File: config.mk
export PLATFORM = sky130hd
export DESIGN_NAME = mips_subset_instruction_decoder
export DESIGN_NICKNAME = d
export VERILOG_FILES = /design/src/hdl/mspd_pkg.sv /design/src/hdl/mips_subset_instruction_decoder.sv /design/src/hdl/mspd_front.sv /design/src/hdl/mspd_queue.sv /design/src/hdl/mspd_back.sv
export SDC_FILE = /design/constraint.sdc
export NUM_CORES = 1
export LEC_CHECK = 0
export BUFFER_PORTS_ARGS = -buffer_cell sky130_fd_sc_hd__clkbuf_2
export CORE_MARGIN = 2
export CORE_UTILIZATION = 58
export DETAILED_ROUTE_END_ITERATION = 16
export PLACE_DENSITY = 0.8
export SLEW_MARGIN = 20
export SYNTH_ARGS = -nofsm -noshare
export SYNTH_HDL_FRONTEND = slang
export SYNTH_SLANG_ARGS = --single-unit
File: constraint.sdc
create_clock -name clk -period 5 [get_ports clk]
set_input_delay 0.5 -clock clk [delete_from_list [all_inputs] [get_ports clk]]
set_output_delay 0.5 -clock clk [all_outputs]
set_load 0.03 [all_outputs]
File: src/hdl/mspd_pkg.sv
package mspd_pkg;

	// default width of the running instruction index
	localparam int INDEX_BITS_DEF = 30;

	// byte address of instruction zero after reset
	localparam logic [31:0] TEXT_BASE_RESET = 32'h0040_0000;

	// the one word that decodes as eret
	localparam logic [31:0] ERET_WORD = 32'h4200_0018;

	// entries between classify and execute, a power of two
	localparam int QUEUE_DEPTH = 2;

	// mnemonic codes, zero is no match
	typedef enum logic [5:0] {
		MN_NONE    = 6'd0,
		MN_ERET    = 6'd1,
		MN_MFHI    = 6'd2,
		MN_MFLO    = 6'd3,
		MN_MTHI    = 6'd4,
		MN_MTLO    = 6'd5,
		MN_SLL     = 6'd6,
		MN_SRL     = 6'd7,
		MN_SRA     = 6'd8,
		MN_JR      = 6'd9,
		MN_JALR    = 6'd10,
		MN_DIV     = 6'd11,
		MN_DIVU    = 6'd12,
		MN_MULT    = 6'd13,
		MN_MULTU   = 6'd14,
		MN_BREAK   = 6'd15,
		MN_SYSCALL = 6'd16,
		MN_TEQ     = 6'd17,
		MN_ADD     = 6'd18,
		MN_ADDU    = 6'd19,
		MN_SUB     = 6'd20,
		MN_SUBU    = 6'd21,
		MN_AND     = 6'd22,
		MN_OR      = 6'd23,
		MN_XOR     = 6'd24,
		MN_NOR     = 6'd25,
		MN_SLT     = 6'd26,
		MN_SLTU    = 6'd27,
		MN_SLLV    = 6'd28,
		MN_SRLV    = 6'd29,
		MN_SRAV    = 6'd30,
		MN_BGEZ    = 6'd31,
		MN_CLZ     = 6'd32,
		MN_MUL     = 6'd33,
		MN_ADDI    = 6'd34,
		MN_ADDIU   = 6'd35,
		MN_ANDI    = 6'd36,
		MN_ORI     = 6'd37,
		MN_XORI    = 6'd38,
		MN_MFC0    = 6'd39,
		MN_MTC0    = 6'd40,
		MN_LW      = 6'd41,
		MN_SW      = 6'd42,
		MN_BEQ     = 6'd43,
		MN_BNE     = 6'd44,
		MN_SLTI    = 6'd45,
		MN_SLTIU   = 6'd46,
		MN_LUI     = 6'd47,
		MN_J       = 6'd48,
		MN_JAL     = 6'd49,
		MN_LBU     = 6'd50,
		MN_LHU     = 6'd51,
		MN_LB      = 6'd52,
		MN_LH      = 6'd53,
		MN_SB      = 6'd54,
		MN_SH      = 6'd55
	} mnem_t;

	// classification handed from front to back
	typedef struct packed {
		mnem_t mnemonic;
		logic  unlisted;
	} class_t;

endpackage

File: src/hdl/mips_subset_instruction_decoder.sv
// an accepted push is written into the queue, then loaded into the result register
// throughput: one word per cycle unless full or an unpopped result stalls the flow; the
// classify front, a two-entry queue and the single result register of the back end each move one beat per cycle
// reset: instruction index 0, text_base 0x00400000, queue and result empty
module mips_subset_instruction_decoder #(
	parameter int INDEX_BITS = mspd_pkg::INDEX_BITS_DEF
) (
	input  logic                   clk,
	input  logic                   arst_n,
	input  logic                   push,
	output logic                   full,
	input  logic [31:0]            instruction,
	input  logic                   cfg_valid,
	output logic                   cfg_ready,
	input  logic [31:0]            text_base,
	input  logic                   pop,
	output logic                   empty,
	output logic [5:0]             mnemonic,
	output logic                   unlisted_opcode,
	output logic [INDEX_BITS-1:0]  item_index,
	output logic [4:0]             reg_s,
	output logic [4:0]             reg_t,
	output logic [4:0]             reg_d,
	output logic [4:0]             shift_amount,
	output logic signed [15:0]     imm_signed,
	output logic [15:0]            imm_unsigned,
	output logic [INDEX_BITS-1:0]  target_index
);

	logic                  q_wr_en;
	logic [31:0]           q_wr_word;
	logic [INDEX_BITS-1:0] q_wr_idx;
	mspd_pkg::class_t      q_wr_cls;
	logic                  q_rd_en;
	logic [31:0]           q_rd_word;
	logic [INDEX_BITS-1:0] q_rd_idx;
	mspd_pkg::class_t      q_rd_cls;
	logic                  q_empty;

	// classify and number incoming words
	mspd_front #(
		.INDEX_BITS(INDEX_BITS)
	) u_front (
		.clk        (clk),
		.arst_n     (arst_n),
		.push       (push),
		.instruction(instruction),
		.q_full     (full),
		.q_wr_en    (q_wr_en),
		.q_wr_word  (q_wr_word),
		.q_wr_idx   (q_wr_idx),
		.q_wr_cls   (q_wr_cls)
	);

	// decoupling queue
	mspd_queue #(
		.INDEX_BITS(INDEX_BITS)
	) u_queue (
		.clk    (clk),
		.arst_n (arst_n),
		.wr_en  (q_wr_en),
		.wr_word(q_wr_word),
		.wr_idx (q_wr_idx),
		.wr_cls (q_wr_cls),
		.full   (full),
		.rd_en  (q_rd_en),
		.rd_word(q_rd_word),
		.rd_idx (q_rd_idx),
		.rd_cls (q_rd_cls),
		.empty  (q_empty)
	);

	// targets, field split and result register
	mspd_back #(
		.INDEX_BITS(INDEX_BITS)
	) u_back (
		.clk            (clk),
		.arst_n         (arst_n),
		.cfg_valid      (cfg_valid),
		.cfg_ready      (cfg_ready),
		.text_base      (text_base),
		.q_empty        (q_empty),
		.q_rd_en        (q_rd_en),
		.q_rd_word      (q_rd_word),
		.q_rd_idx       (q_rd_idx),
		.q_rd_cls       (q_rd_cls),
		.pop            (pop),
		.empty          (empty),
		.mnemonic       (mnemonic),
		.unlisted_opcode(unlisted_opcode),
		.item_index     (item_index),
		.reg_s          (reg_s),
		.reg_t          (reg_t),
		.reg_d          (reg_d),
		.shift_amount   (shift_amount),
		.imm_signed     (imm_signed),
		.imm_unsigned   (imm_unsigned),
		.target_index   (target_index)
	);

endmodule

File: src/hdl/mspd_front.sv
module mspd_front #(
	parameter int INDEX_BITS = mspd_pkg::INDEX_BITS_DEF
) (
	input  logic                   clk,
	input  logic                   arst_n,
	input  logic                   push,
	input  logic [31:0]            instruction,
	input  logic                   q_full,
	output logic                   q_wr_en,
	output logic [31:0]            q_wr_word,
	output logic [INDEX_BITS-1:0]  q_wr_idx,
	output mspd_pkg::class_t       q_wr_cls
);

	// major opcodes
	localparam logic [5:0] OP_SPECIAL  = 6'h00;
	localparam logic [5:0] OP_REGIMM   = 6'h01;
	localparam logic [5:0] OP_J        = 6'h02;
	localparam logic [5:0] OP_JAL      = 6'h03;
	localparam logic [5:0] OP_BEQ      = 6'h04;
	localparam logic [5:0] OP_BNE      = 6'h05;
	localparam logic [5:0] OP_ADDI     = 6'h08;
	localparam logic [5:0] OP_ADDIU    = 6'h09;
	localparam logic [5:0] OP_SLTI     = 6'h0A;
	localparam logic [5:0] OP_SLTIU    = 6'h0B;
	localparam logic [5:0] OP_ANDI     = 6'h0C;
	localparam logic [5:0] OP_ORI      = 6'h0D;
	localparam logic [5:0] OP_XORI     = 6'h0E;
	localparam logic [5:0] OP_LUI      = 6'h0F;
	localparam logic [5:0] OP_COP0     = 6'h10;
	localparam logic [5:0] OP_SPECIAL2 = 6'h1C;
	localparam logic [5:0] OP_LB       = 6'h20;
	localparam logic [5:0] OP_LH       = 6'h21;
	localparam logic [5:0] OP_LW       = 6'h23;
	localparam logic [5:0] OP_LBU      = 6'h24;
	localparam logic [5:0] OP_LHU      = 6'h25;
	localparam logic [5:0] OP_SB       = 6'h28;
	localparam logic [5:0] OP_SH       = 6'h29;
	localparam logic [5:0] OP_SW       = 6'h2B;

	// special function codes
	localparam logic [5:0] FN_SLL     = 6'h00;
	localparam logic [5:0] FN_SRL     = 6'h02;
	localparam logic [5:0] FN_SRA     = 6'h03;
	localparam logic [5:0] FN_SLLV    = 6'h04;
	localparam logic [5:0] FN_SRLV    = 6'h06;
	localparam logic [5:0] FN_SRAV    = 6'h07;
	localparam logic [5:0] FN_JR      = 6'h08;
	localparam logic [5:0] FN_JALR    = 6'h09;
	localparam logic [5:0] FN_SYSCALL = 6'h0C;
	localparam logic [5:0] FN_BREAK   = 6'h0D;
	localparam logic [5:0] FN_MFHI    = 6'h10;
	localparam logic [5:0] FN_MTHI    = 6'h11;
	localparam logic [5:0] FN_MFLO    = 6'h12;
	localparam logic [5:0] FN_MTLO    = 6'h13;
	localparam logic [5:0] FN_MULT    = 6'h18;
	localparam logic [5:0] FN_MULTU   = 6'h19;
	localparam logic [5:0] FN_DIV     = 6'h1A;
	localparam logic [5:0] FN_DIVU    = 6'h1B;
	localparam logic [5:0] FN_ADD     = 6'h20;
	localparam logic [5:0] FN_ADDU    = 6'h21;
	localparam logic [5:0] FN_SUB     = 6'h22;
	localparam logic [5:0] FN_SUBU    = 6'h23;
	localparam logic [5:0] FN_AND     = 6'h24;
	localparam logic [5:0] FN_OR      = 6'h25;
	localparam logic [5:0] FN_XOR     = 6'h26;
	localparam logic [5:0] FN_NOR     = 6'h27;
	localparam logic [5:0] FN_SLT     = 6'h2A;
	localparam logic [5:0] FN_SLTU    = 6'h2B;
	localparam logic [5:0] FN_TEQ     = 6'h34;

	// special2 function codes
	localparam logic [5:0] F2_MUL = 6'h02;
	localparam logic [5:0] F2_CLZ = 6'h20;

	// regimm and cop0 selectors
	localparam logic [4:0] RT_BGEZ  = 5'd1;
	localparam logic [4:0] RS_MFC0  = 5'd0;
	localparam logic [4:0] RS_MTC0  = 5'd4;

	// classification of one word
	function automatic mspd_pkg::class_t classify(input logic [31:0] w);
		logic [5:0]       op;
		logic [4:0]       rs;
		logic [4:0]       rt;
		logic [4:0]       rd;
		logic [4:0]       sa;
		logic [5:0]       fn;
		mspd_pkg::class_t c;
		op = w[31:26];
		rs = w[25:21];
		rt = w[20:16];
		rd = w[15:11];
		sa = w[10:6];
		fn = w[5:0];
		c.mnemonic = mspd_pkg::MN_NONE;
		c.unlisted = 1'b0;
		if (w == mspd_pkg::ERET_WORD) begin
			c.mnemonic = mspd_pkg::MN_ERET;
		end else begin
			unique case (op)
				OP_SPECIAL: begin
					priority if (fn == FN_MFHI && rt == '0 && sa == '0 && rs == '0)
						c.mnemonic = mspd_pkg::MN_MFHI;
					else if (fn == FN_MFLO && rt == '0 && sa == '0 && rs == '0)
						c.mnemonic = mspd_pkg::MN_MFLO;
					else if (rt == '0 && rd == '0 && sa == '0 && fn == FN_MTHI)
						c.mnemonic = mspd_pkg::MN_MTHI;
					else if (rt == '0 && rd == '0 && sa == '0 && fn == FN_MTLO)
						c.mnemonic = mspd_pkg::MN_MTLO;
					else if (rs == '0 && fn == FN_SLL)
						c.mnemonic = mspd_pkg::MN_SLL;
					else if (rs == '0 && fn == FN_SRL)
						c.mnemonic = mspd_pkg::MN_SRL;
					else if (rs == '0 && fn == FN_SRA)
						c.mnemonic = mspd_pkg::MN_SRA;
					else if (rt == '0 && rd == '0 && sa == '0 && fn == FN_JR)
						c.mnemonic = mspd_pkg::MN_JR;
					else if (rt == '0 && fn == FN_JALR)
						c.mnemonic = mspd_pkg::MN_JALR;
					else if (rd == '0 && sa == '0 && fn == FN_DIV)
						c.mnemonic = mspd_pkg::MN_DIV;
					else if (rd == '0 && fn == FN_DIVU)
						c.mnemonic = mspd_pkg::MN_DIVU;
					else if (rd == '0 && fn == FN_MULT)
						c.mnemonic = mspd_pkg::MN_MULT;
					else if (rd == '0 && fn == FN_MULTU)
						c.mnemonic = mspd_pkg::MN_MULTU;
					else if (sa == '0) begin
						// remaining ones match the whole low eleven bits
						unique case (fn)
							FN_BREAK:   c.mnemonic = mspd_pkg::MN_BREAK;
							FN_SYSCALL: c.mnemonic = mspd_pkg::MN_SYSCALL;
							FN_TEQ:     c.mnemonic = mspd_pkg::MN_TEQ;
							FN_ADD:     c.mnemonic = mspd_pkg::MN_ADD;
							FN_ADDU:    c.mnemonic = mspd_pkg::MN_ADDU;
							FN_SUB:     c.mnemonic = mspd_pkg::MN_SUB;
							FN_SUBU:    c.mnemonic = mspd_pkg::MN_SUBU;
							FN_AND:     c.mnemonic = mspd_pkg::MN_AND;
							FN_OR:      c.mnemonic = mspd_pkg::MN_OR;
							FN_XOR:     c.mnemonic = mspd_pkg::MN_XOR;
							FN_NOR:     c.mnemonic = mspd_pkg::MN_NOR;
							FN_SLT:     c.mnemonic = mspd_pkg::MN_SLT;
							FN_SLTU:    c.mnemonic = mspd_pkg::MN_SLTU;
							FN_SLLV:    c.mnemonic = mspd_pkg::MN_SLLV;
							FN_SRLV:    c.mnemonic = mspd_pkg::MN_SRLV;
							FN_SRAV:    c.mnemonic = mspd_pkg::MN_SRAV;
							default:    c.mnemonic = mspd_pkg::MN_NONE;
						endcase
					end else
						c.mnemonic = mspd_pkg::MN_NONE;
				end
				OP_REGIMM: begin
					if (rt == RT_BGEZ)
						c.mnemonic = mspd_pkg::MN_BGEZ;
				end
				OP_SPECIAL2: begin
					priority if (sa == '0 && fn == F2_CLZ)
						c.mnemonic = mspd_pkg::MN_CLZ;
					else if (sa == '0 && fn == F2_MUL)
						c.mnemonic = mspd_pkg::MN_MUL;
					else
						c.mnemonic = mspd_pkg::MN_NONE;
				end
				OP_COP0: begin
					priority if (sa == '0 && fn == '0 && rs == RS_MFC0)
						c.mnemonic = mspd_pkg::MN_MFC0;
					else if (sa == '0 && fn == '0 && rs == RS_MTC0)
						c.mnemonic = mspd_pkg::MN_MTC0;
					else
						c.mnemonic = mspd_pkg::MN_NONE;
				end
				OP_LUI: begin
					if (rs == '0)
						c.mnemonic = mspd_pkg::MN_LUI;
				end
				OP_ADDI:  c.mnemonic = mspd_pkg::MN_ADDI;
				OP_ADDIU: c.mnemonic = mspd_pkg::MN_ADDIU;
				OP_ANDI:  c.mnemonic = mspd_pkg::MN_ANDI;
				OP_ORI:   c.mnemonic = mspd_pkg::MN_ORI;
				OP_XORI:  c.mnemonic = mspd_pkg::MN_XORI;
				OP_LW:    c.mnemonic = mspd_pkg::MN_LW;
				OP_SW:    c.mnemonic = mspd_pkg::MN_SW;
				OP_BEQ:   c.mnemonic = mspd_pkg::MN_BEQ;
				OP_BNE:   c.mnemonic = mspd_pkg::MN_BNE;
				OP_SLTI:  c.mnemonic = mspd_pkg::MN_SLTI;
				OP_SLTIU: c.mnemonic = mspd_pkg::MN_SLTIU;
				OP_J:     c.mnemonic = mspd_pkg::MN_J;
				OP_JAL:   c.mnemonic = mspd_pkg::MN_JAL;
				OP_LBU:   c.mnemonic = mspd_pkg::MN_LBU;
				OP_LHU:   c.mnemonic = mspd_pkg::MN_LHU;
				OP_LB:    c.mnemonic = mspd_pkg::MN_LB;
				OP_LH:    c.mnemonic = mspd_pkg::MN_LH;
				OP_SB:    c.mnemonic = mspd_pkg::MN_SB;
				OP_SH:    c.mnemonic = mspd_pkg::MN_SH;
				default:  c.unlisted = 1'b1;
			endcase
		end
		return c;
	endfunction

	logic                  accept;
	logic [INDEX_BITS-1:0] counter_q;

	// input beat taken when the queue has room
	assign accept = push && !q_full;

	// running instruction index
	always_ff @(posedge clk or negedge arst_n) begin
		if (!arst_n) begin
			counter_q <= '0;
		end else if (accept) begin
			counter_q <= counter_q + INDEX_BITS'(1);
		end
	end

	// classified item into the queue
	assign q_wr_en   = accept;
	assign q_wr_word = instruction;
	assign q_wr_idx  = counter_q;
	assign q_wr_cls  = classify(instruction);

endmodule

File: src/hdl/mspd_queue.sv
module mspd_queue #(
	parameter int INDEX_BITS = mspd_pkg::INDEX_BITS_DEF
) (
	input  logic                   clk,
	input  logic                   arst_n,
	input  logic                   wr_en,
	input  logic [31:0]            wr_word,
	input  logic [INDEX_BITS-1:0]  wr_idx,
	input  mspd_pkg::class_t       wr_cls,
	output logic                   full,
	input  logic                   rd_en,
	output logic [31:0]            rd_word,
	output logic [INDEX_BITS-1:0]  rd_idx,
	output mspd_pkg::class_t       rd_cls,
	output logic                   empty
);

	localparam int DEPTH = mspd_pkg::QUEUE_DEPTH;
	localparam int PTR_W = (DEPTH > 1) ? $clog2(DEPTH) : 1;
	localparam int CNT_W = $clog2(DEPTH + 1);

	logic [31:0]           word_q [DEPTH];
	logic [INDEX_BITS-1:0] idx_q  [DEPTH];
	mspd_pkg::class_t      cls_q  [DEPTH];
	logic [PTR_W-1:0]      wr_ptr_q;
	logic [PTR_W-1:0]      rd_ptr_q;
	logic [CNT_W-1:0]      count_q;
	logic                  do_wr;
	logic                  do_rd;

	assign full  = (count_q == CNT_W'(DEPTH));
	assign empty = (count_q == '0);
	assign do_wr = wr_en && !full;
	assign do_rd = rd_en && !empty;

	// entry storage
	always_ff @(posedge clk) begin
		if (do_wr) begin
			word_q[wr_ptr_q] <= wr_word;
			idx_q[wr_ptr_q]  <= wr_idx;
			cls_q[wr_ptr_q]  <= wr_cls;
		end
	end

	// pointers and fill level
	always_ff @(posedge clk or negedge arst_n) begin
		if (!arst_n) begin
			wr_ptr_q <= '0;
			rd_ptr_q <= '0;
			count_q  <= '0;
		end else begin
			if (do_wr)
				wr_ptr_q <= wr_ptr_q + PTR_W'(1);
			if (do_rd)
				rd_ptr_q <= rd_ptr_q + PTR_W'(1);
			if (do_wr && !do_rd)
				count_q <= count_q + CNT_W'(1);
			else if (do_rd && !do_wr)
				count_q <= count_q - CNT_W'(1);
		end
	end

	// head of the queue
	assign rd_word = word_q[rd_ptr_q];
	assign rd_idx  = idx_q[rd_ptr_q];
	assign rd_cls  = cls_q[rd_ptr_q];

endmodule

File: src/hdl/mspd_back.sv
module mspd_back #(
	parameter int INDEX_BITS = mspd_pkg::INDEX_BITS_DEF
) (
	input  logic                   clk,
	input  logic                   arst_n,
	input  logic                   cfg_valid,
	output logic                   cfg_ready,
	input  logic [31:0]            text_base,
	input  logic                   q_empty,
	output logic                   q_rd_en,
	input  logic [31:0]            q_rd_word,
	input  logic [INDEX_BITS-1:0]  q_rd_idx,
	input  mspd_pkg::class_t       q_rd_cls,
	input  logic                   pop,
	output logic                   empty,
	output logic [5:0]             mnemonic,
	output logic                   unlisted_opcode,
	output logic [INDEX_BITS-1:0]  item_index,
	output logic [4:0]             reg_s,
	output logic [4:0]             reg_t,
	output logic [4:0]             reg_d,
	output logic [4:0]             shift_amount,
	output logic signed [15:0]     imm_signed,
	output logic [15:0]            imm_unsigned,
	output logic [INDEX_BITS-1:0]  target_index
);

	logic [31:0]           text_base_q;
	logic                  out_valid_q;
	logic                  load;
	logic [31:0]           simm_ext;
	logic [INDEX_BITS-1:0] branch_tgt;
	logic [31:0]           jump_diff;
	logic [31:0]           jump_shr;
	logic [INDEX_BITS-1:0] target;

	logic [5:0]            mnemonic_q;
	logic                  unlisted_q;
	logic [INDEX_BITS-1:0] item_index_q;
	logic [31:0]           word_q;
	logic [INDEX_BITS-1:0] target_q;

	// base register, always writable
	assign cfg_ready = 1'b1;

	always_ff @(posedge clk or negedge arst_n) begin
		if (!arst_n) begin
			text_base_q <= mspd_pkg::TEXT_BASE_RESET;
		end else if (cfg_valid) begin
			text_base_q <= text_base;
		end
	end

	// branch target: index + 1 + signed offset
	assign simm_ext   = {{16{q_rd_word[15]}}, q_rd_word[15:0]};
	assign branch_tgt = q_rd_idx + INDEX_BITS'(1) + simm_ext[INDEX_BITS-1:0];

	// jump target: byte address less base, back to word index
	assign jump_diff = {4'b0000, q_rd_word[25:0], 2'b00} - text_base_q;
	assign jump_shr  = {2'b00, jump_diff[31:2]};

	always_comb begin
		unique case (q_rd_cls.mnemonic)
			mspd_pkg::MN_BGEZ,
			mspd_pkg::MN_BEQ,
			mspd_pkg::MN_BNE: target = branch_tgt;
			mspd_pkg::MN_J,
			mspd_pkg::MN_JAL: target = jump_shr[INDEX_BITS-1:0];
			default:          target = '0;
		endcase
	end

	// output register refills while the old beat leaves
	assign load    = !q_empty && (!out_valid_q || pop);
	assign q_rd_en = load;

	always_ff @(posedge clk or negedge arst_n) begin
		if (!arst_n) begin
			out_valid_q <= 1'b0;
		end else if (load) begin
			out_valid_q <= 1'b1;
		end else if (pop) begin
			out_valid_q <= 1'b0;
		end
	end

	always_ff @(posedge clk) begin
		if (load) begin
			mnemonic_q   <= q_rd_cls.mnemonic;
			unlisted_q   <= q_rd_cls.unlisted;
			item_index_q <= q_rd_idx;
			word_q       <= q_rd_word;
			target_q     <= target;
		end
	end

	// result fields
	assign empty           = !out_valid_q;
	assign mnemonic        = mnemonic_q;
	assign unlisted_opcode = unlisted_q;
	assign item_index      = item_index_q;
	assign reg_s           = word_q[25:21];
	assign reg_t           = word_q[20:16];
	assign reg_d           = word_q[15:11];
	assign shift_amount    = word_q[10:6];
	assign imm_signed      = signed'(word_q[15:0]);
	assign imm_unsigned    = word_q[15:0];
	assign target_index    = target_q;

endmodule

# --- Word-level counts from Yosys, hierarchy flattened ---
# Memory sizes are Yosys's and may differ from the RTL's.
# Index checks and enable logic that the tools add are counted.
# Widths: inputs -> output; s select.
word_totals:
  word_cells: 148
  ff_bits: 160
  romBits: 320
  ram_bits: 138
  mem_count: 4
  output_inout_bits: 122
  inputBits: 69
mem_list:
  columns: ["memory", "depth", "word_bits", "rd", "rd_ports_with_merged_regs", "write_ports", "line_no", "source"]
  rows:
  - ["(name not given)", 64, 5, 1, 0, 0, "mspd_front.sv:131", "unique case (fn)"]
  - ["u_queue.word_q", 2, 32, 1, 0, 1, "mspd_queue.sv:22", "logic [31:0] word_q [DEPTH];"]
  - ["u_queue.idx_q", 2, 30, 1, 0, 1, "mspd_queue.sv:23", "logic [INDEX_BITS-1:0] idx_q [DEPTH];"]
  - ["u_queue.cls_q", 2, 7, 1, 0, 1, "mspd_queue.sv:24", "mspd_pkg::class_t cls_q [DEPTH];"]
op_classes:
  muxes: 31
  n_addsub: 8
  reduce_logical: 49
  n_eq_ne: 45
op_table:
  columns: ["operator", "n"]
  rows:
  - ["$pmux 6 s24", 1]
  - ["$mux 6", 20]
  - ["$eq 6x6->1 const B", 13]
  - ["$eq 6x5->1 const B", 11]
  - ["$add 30x1->30 const B", 2]
  - ["$eq 6x4->1 const B", 10]
  - ["$pmux 30 s2", 1]
  - ["$eq 32x31->1 const B", 1]
  - ["$sub 28x32->32", 1]
  - ["$logic_and 1x1->1", 31]
  - ["$add 30x30->30", 1]
  - ["$eq 6x2->1 const B", 4]
  - ["$reduce_or 24->1", 1]
  - ["$logic_not 5->1", 4]
  - ["$eq 6x3->1 const B", 2]
  - ["$logic_not 6->1", 2]
  - ["$eq 6x1->1 const B", 1]
  - ["$mux 1", 6]
  - ["$eq 5x1->1 const B", 1]
  - ["$eq 5x3->1 const B", 1]
  - ["$logic_not 1->1", 5]
  - ["$mux 5", 1]
  - ["$mux 2", 2]
  - ["$reduce_bool 2->1", 2]
  - ["8 further kinds", 9]

# --- Longest topological paths before layout ---
# Gate-level depths: netlist of the first run.
depth:
  word_depth: 17
  ltp_mapped: 16

# --- Modules after synthesis ---
# A second synthesis of the first run with hierarchy kept.
hier_totals:
  hier_cells: 1192
  hier_area_um2: 15179.6
by_module_without_submodules:
  columns: ["module", "area_each_um2", "seq_area_each_um2", "cells_each", "instances"]
  rows:
  - ["mspd_back", 7063.0, 3619.7, 644, 1]
  - ["mspd_queue", 5527.8, 4244.1, 234, 1]
  - ["mspd_front", 2588.7, 750.7, 314, 1]

# --- Worst setup path after synthesis of the first run ---
# OpenSTA, ideal clock, no wires.
synth_path:
  path_kind: "register -> register"
  startpoint: "register u_queue.rd_ptr_q"
  endpoint: "register u_back.target_q[19], in the netlist u_back.target_index[19] (data pin)"
  path_stages_with_launch: 15
  arrival_time_ps: 3654
  path_buffers: 3
  slack_ps: 1080
  path_cell_list: "dfrtp_1 -> buf_2 -> buf_1 -> clkbuf_1 -> mux2_2 -> ha_1 -> and4bb_2 -> o211ai_1 -> a21oi_1 -> nand2b_1 -> a21oi_1 -> o21ai_0 -> a311oi_1 -> xor2_1 -> o21bai_1"
synth_between:
  elab_cells_between_ends: 14
synth_lines:
  columns: ["element", "line_no", "source"]
  rows:
  - ["start: declaration", "mspd_queue.sv:26", "logic [PTR_W-1:0] rd_ptr_q;"]
  - ["start signal: assignment", "mspd_queue.sv:55", "rd_ptr_q <= rd_ptr_q + PTR_W'(1);"]
  - ["$mem_v2 2x32 *", null, null]
  - ["via q_rd_word[1]", "mips_subset_instruction_decoder.sv:35", "logic [31:0] q_rd_word;"]
  - ["$sub 28x32->32 or $add 30x30->30 (tied branches)", "mspd_back.sv:59, mspd_back.sv:56", null]
  - ["$pmux 30 s2 *", "mspd_back.sv:63", "unique case (q_rd_cls.mnemonic)"]
  - ["via u_back.target[19]", "mspd_back.sv:35", "logic [INDEX_BITS-1:0] target;"]
  - ["end signal: assignment", "mspd_back.sv:93", "target_q <= target;"]
  - ["end: declaration", "mspd_back.sv:41", "logic [INDEX_BITS-1:0] target_q;"]
# Mark *: on every way through the listed nets, which the timed path passes. The rest lies on a longest branch.
# A chain may end at the register's enable or synchronous reset.

# --- Worst setup path in the final report of the first run ---
layout_path:
  startpoint: "register u_queue.rd_ptr_q"
  endpoint: "register u_back.target_q[27], in the netlist u_back.target_index[27] (data pin)"
layout_between:
  elab_chain_len: 4
  elab_cells_between_ends: 14
layout_lines:
  columns: ["element", "line_no", "source"]
  rows:
  - ["$mem_v2 2x30", null, null]
  - ["via q_rd_idx[5]", "mips_subset_instruction_decoder.sv:36", "logic [INDEX_BITS-1:0] q_rd_idx;"]
  - ["$add 30x1->30", "mspd_back.sv:56", "assign branch_tgt = q_rd_idx + INDEX_BITS'(1) + simm_ext[INDEX_BITS-1:0];"]
  - ["$add 30x30->30", "mspd_back.sv:56", null]
  - ["$pmux 30 s2", "mspd_back.sv:63", null]
  - ["via u_back.target[27]", "mspd_back.sv:35", null]
# The timed path passes the listed nets, and every way through them passes these cells.

==> reports/results.tsv, run 1 <==
metric	value	unit
outcome	completed	
wl_per_cell	19.8	um
synth_seq_area_share	0.590	
rows	56	
drv_slew	0	
first_iter_violations	948	
fin_crit_sh	0.834	
die_y	159	um
yosys-top-cells-area	edfxtp_1 47%, dfrtp_1 12%, mux2_2 5.3%, ha_1 5.3%, xnor2_1 3.6%	
yosys-top-cells-count	219 x edfxtp_1, 82 x nand2_1, 67 x o21ai_0	
async_flop_share	0.234	
grt_pass1_wl	50400	um
critPathRequiredTime	5.25	ns
grt_overflow_total	0	
crit_chain	buf_4 > mux2_2 > ha_1 > a21o_1 > or3_1 > o21ai_1 > o21ai_0 > nor4_1 > nor2_1 > a31oi_1 > xor2_1 > o22ai_1	
yosysMostFrequentCell	edfxtp_1	
yosysTopAreaCell	edfxtp_1	
syn_nets	1259	
tightest_slew	1.02	ns
r2r_slack	0.83	ns
numPortBuffers	189	
ir_drop	453	uV
gp_congestion	0.924	
start_kind	register	
final_design_area_no_fill	16100	um2
ys_warn_count	0	
whs	0.167	ns
cts_tree	yes	
p_leak	6.56	nW
rsz0062_at_grt	no	
skew	0.0229	ns
drive_above_1_share	0.251	
worstPathArrival	4.43	ns
avgSynthCellArea	12.4	um2
clockBufferDepth	3	
critical_path.startpoint	u_queue.rd_ptr_q	
hpwl	22800	um
vias	9571	
core-area	23500	um2
diodes	0	
cts-root-buf	clkbuf_16	
grt_pass1_vias	9141	
slew_headroom	0.320	
fin_util	0.684	
power_density	705	nW/um2
clk_latency	0.55	ns
synthesis.area	14000	um2
start_util	0.594	
grt_max_degree	67	
postLayoutSetupSlackWorst	0.829	ns
yosysUniqueCellTypes	73	
timing.rr.end	u_back.target_index[27]	
clkSinkCount	286	
r2r-start	u_queue.rd_ptr_q	
synthCells	1130	
layout_min_cycle_time	4.17	ns
routed_wl	32400	um
area_growth	15.2	%
max_freq	0.240	GHz
fin_nets	1427	
viasPerCell	5.84	
cap_violations	0	
post_cts_buffers	0	
synth.top_cell.area_share	0.470	
firstDrtPassIters	5	
finalSetupTns	0	ns
synth_ff_type	edfxtp_1	
grt_antenna_before_repair	0	
crit_path_end_kind	register	
crit_slowest_cell	dfrtp_2	
cts.clk_slew.worst_paths	0.06	ns
crit_type	register to register	
hold_viol	0	
max_stage_delay	0.91	ns
drc	0	
ios	191	
cts_buffers	29	
dieArea	25400	um2
synth_seq_cells	286	
grt_usage	0.252	
cp_max_fo	34	
crit_end	u_back.target_index[27]	
dieWidth	159	um
reg2reg_depth	12	
htreeDepth	1	
finalPower	11.4	mW
hold_path.class	input pin to register	
layout.cells.non_filler	1639	
setup_viol	0	
antenna_left	0	
dp.cells	1585	
synth_edf_count	219	
preCtsSetupSlack	0.944	ns
place_area	15100	um2
cell usage in the layout (no fill, tap or decap), drive strengths merged, types with 9 or more instances in the layout:
cell / count
a21o: 17
a21oi: 58
and2: 9
and3: 13
buf: 10
clkbuf: 224
clkinv: 12
dfrtp: 66
edfxtp: 219
ha: 59
inv: 54
mux2: 67
nand2: 82
nand3: 33
nand4: 15
nor2: 54
nor2b: 9
nor3: 19
o21ai: 71
o22ai: 27
xnor2: 57
xor2: 30
cell families (layout without fill, tap and decap cells):
| logic type | count (synthesis) | in the layout | synth area share |
|---|---|---|---|
| other cells | 1 | 1 | 0.000268 |
| buf+inv | 116 | 306 | 0.0387 |
| flops | 286 | 286 | 0.590 |
| mux | 71 | 71 | 0.0571 |
| fa+ha+maj | 60 | 60 | 0.0542 |
| xor+xnor | 88 | 88 | 0.0562 |
| compound gates | 237 | 237 | 0.105 |
| simple gates | 271 | 271 | 0.0977 |
report_power, final:
group / leakage [nW] / switching (mW) / internal (mW)
Combinational: 3.13 / 3.41 / 1.84
Sequential: 2.92 / 0.357 / 3.49
Clock: 0.507 / 0.888 / 1.37
state kept, by name, indices dropped and copies added (netlist names):
name and count:
u_queue.wr_ptr_q 1, u_queue.rd_ptr_q 1, u_queue.count_q 2, u_back.text_base_q 32
u_back.word_q 26, u_queue.cls_q 14, u_back.out_valid_q 1, u_queue.word_q 52
u_queue.idx_q 60, u_front.q_wr_idx 30, u_back.item_index 30, u_back.target_index 30
u_back.unlisted_opcode 1, u_back.mnemonic 6
worst max-delay path, delay by kind of cell (launching register included):
kind	cells	cell delay [ns]
buffers and inverters	1	0.29
adders and majority gates	1	0.25
and+or+nand+nor	3	0.84
DFF	1	0.91
AOI/OAI and AO/OA	5	1.04
xor gates and xnor gates	1	0.16
muxes	1	0.38
area by class of cell:
type	instances	area [um2]
Clock buffer	36	823
Clock inverter	17	193
Fill cell	1688	7430
Inverter	54	204
Multi-Input combinational cell	728	5200
Sequential cell	286	8260
Tap cell	319	399
Timing Repair Buffer	199	1040
metal layers:
layer / global-route usage / vias to the layer above / wire [um]
li1: - / 4501 / -
met1: 0.385 / 4574 / 14900
met2: 0.383 / 443 / 14300
met3: 0.0359 / 53 / 2390
met4: 0.0682 / 0 / 760
met5: 0 / - / 0
worst min path at each step:
stage | slack, ns | to | from | cells after the start
final | 0.17 | u_queue.word_q[0][15] | instruction[15] | 1
after global routing | 0.16 | u_queue.word_q[0][10] | instruction[10] | 1
after CTS | 0.15 | u_queue.word_q[0][15] | instruction[15] | 1
after detailed placement | 0.29 | u_back.text_base_q[26] | arst_n | 1
after global placement | 0.29 | u_back.text_base_q[26] | arst_n | 1
after floorplan | 0.20 | u_back.out_valid_q | arst_n | 0
what timing repair did:
action / CTS / global route
gates resized for setup: 0 / 0
hold endpoints to repair: 1 / 0
hold buffers: 1 / 0
Note: power is estimated with default switching activity, not from simulation.
==> run 2, diff against run 1 <==
- clock period: 5 -> 4 ns (I/O delays scaled with it)
==> run 2 against run 1 <==
  * Setup slack worse by 0.59 ns
  * Design area grew 0.29%
  * Combinational power grew 28%
  * Global-route usage grew 0.10 points
  * Sequential power increased by 23%
  * Critical path type unchanged
==> reports/results.tsv, run 2 (synthesized netlist as in run 1, its figures left out) <==
metric	value	unit
hold_viol	0	
cts.clk_slew.worst_paths	0.06	ns
most-common-layout-cells	219 x edfxtp_1, 188 x clkbuf_2, 82 x nand2_1	
hpwl	23700	um
grt_usage	0.253	
largest_reg_flops	60	
core-area	23500	um2
grt_antenna_before_repair	0	
antenna_left	0	
routed_wl	32500	um
crit_path_end_kind	register	
crit_slowest_cell	ha_1	
final_design_area_no_fill	16200	um2
fin_crit_sh	0.939	
grt_max_degree	49	
drc	0	
setup_viol	0	
max_stage_delay	0.44	ns
crit_type	register to register	
finalSetupTns	0	ns
p_leak	6.60	nW
tightest_slew	0.987	ns
top_register	u_queue.idx_q	
clockBufferDepth	3	
crit_buf_inv	2	
worstPathArrival	4.02	ns
critPathRequiredTime	4.26	ns
rsz0062_at_grt	no	
preCtsSetupSlack	0.267	ns
outcome	completed	
cap_violations	0	
postLayoutSetupSlackWorst	0.242	ns
clk_latency	0.54	ns
ios	191	
diodes	0	
cts_buffers	28	
fin_nets	1440	
dieArea	25400	um2
first_iter_violations	829	
ir_drop	479	uV
dieWidth	159	um
met1Wirelength	15300	um
critPathTopFamily	compound AO/OA/AOI/OAI gates	
crit_chain	buf_4 > buf_4 > mux2_2 > ha_1 > nand4_1 > nor2_1 > nand4_1 > o21ai_0 > nor4_1 > o31ai_1 > a21oi_1 > xor3_1 > o22ai_2	
start_util	0.594	
slew_headroom	0.340	
htreeDepth	1	
die_y	159	um
dr_wl_met2	14100	um
skew	0.0127	ns
vias	9573	
cp_max_fo	13	
cts-root-buf	clkbuf_16	
area_growth	15.5	%
firstDrtPassIters	5	
max_freq	0.266	GHz
clkSinkCount	286	
viasPerCell	5.79	
wl_per_cell	19.7	um
grt_overflow_total	0	
start_kind	register	
top_regs	u_queue.idx_q x60, u_queue.word_q x52, u_back.text_base_q x32	
hold_path.class	input pin to register	
cts_tree	yes	
top_layer	met4	
rows	56	
gp_congestion	0.922	
met3_length	2340	um
grt_pass1_wl	50400	um
layout_min_cycle_time	3.76	ns
numPortBuffers	189	
power_density	874	nW/um2
place_area	15200	um2
drv_slew	0	
final_common_cell	edfxtp_1	
grt_pass1_vias	9050	
drive_above_1_share	0.256	
==> run 2: changes by cell type in the layout (fill, tap and decap cells not counted), moves of 2 or more <==
cell,delta
clkinv_2,-2
clkbuf_8,+3
buf_4,+14
clkbuf_1,+3
bufinv_16,-3
==> run 2: worst paths after layout <==
kind / cells after the start / from / end / slack [ns]
max: 13 / u_queue.rd_ptr_q / u_back.target_index[29] / 0.24
max reg2reg: 13 / u_queue.rd_ptr_q / u_back.target_index[29] / 0.24
max in group asynchronous: 3 / arst_n / u_queue.rd_ptr_q / 2.50
min in group asynchronous: 2 / arst_n / u_back.text_base_q[30] / 0.47
min reg2reg: 2 / u_back.out_valid_q / u_back.out_valid_q / 0.51
min: 1 / instruction[21] / u_queue.word_q[0][21] / 0.07
==> run 2: where the power goes <==
group          leakage [nW]  switching [mW]  internal (mW)
clock network         0.482            1.09           1.58
logic                  3.20            4.33           2.37
registers              2.92           0.394           4.35
total                  6.60            5.82           8.31
==> run 2: repair_timing <==
action,4_1_cts,5_1_grt
gates resized for setup,0,0
setup buffers,0,4
endpoints found under the hold margin,31,0
setup endpoints to repair,0,2
hold buffers,1,0
==> run 2: metal layers <==
metal / GRT usage / vias to the layer above
li1: - / 4541
met1: 0.395 / 4595
met2: 0.379 / 387
met3: 0.0313 / 50
met4: 0.0698 / 0
met5: 0 / -
==> run 2: cell type report <==
class | count | area, um2
clock buffers | 42 | 876
flip-flops and latches | 286 | 8260
well taps | 319 | 399
repair buffers | 213 | 1140
multi-input cells | 728 | 5190
inverters | 54 | 204
clock inverters | 10 | 83.8
fillers | 1703 | 7390
==> run 2: metrics by stage <==
| stage | utilization | hold slack [ns] | total power [mW] | instances |
|---|---|---|---|---|
| 2_1_floorplan | - | 0.104 | 9.69 | 1130 |
| 3_3_place_gp | 0.644 | 0.484 | 11.3 | 1595 |
| 3_5_place_dp | 0.644 | 0.490 | 11.4 | 1595 |
| 4_1_cts | 0.685 | 0.0487 | 14.1 | 1648 |
| 5_1_grt | 0.686 | 0.0555 | 14.9 | 1652 |
| 6_report | 0.686 | 0.0739 | 14.1 | 1652 |
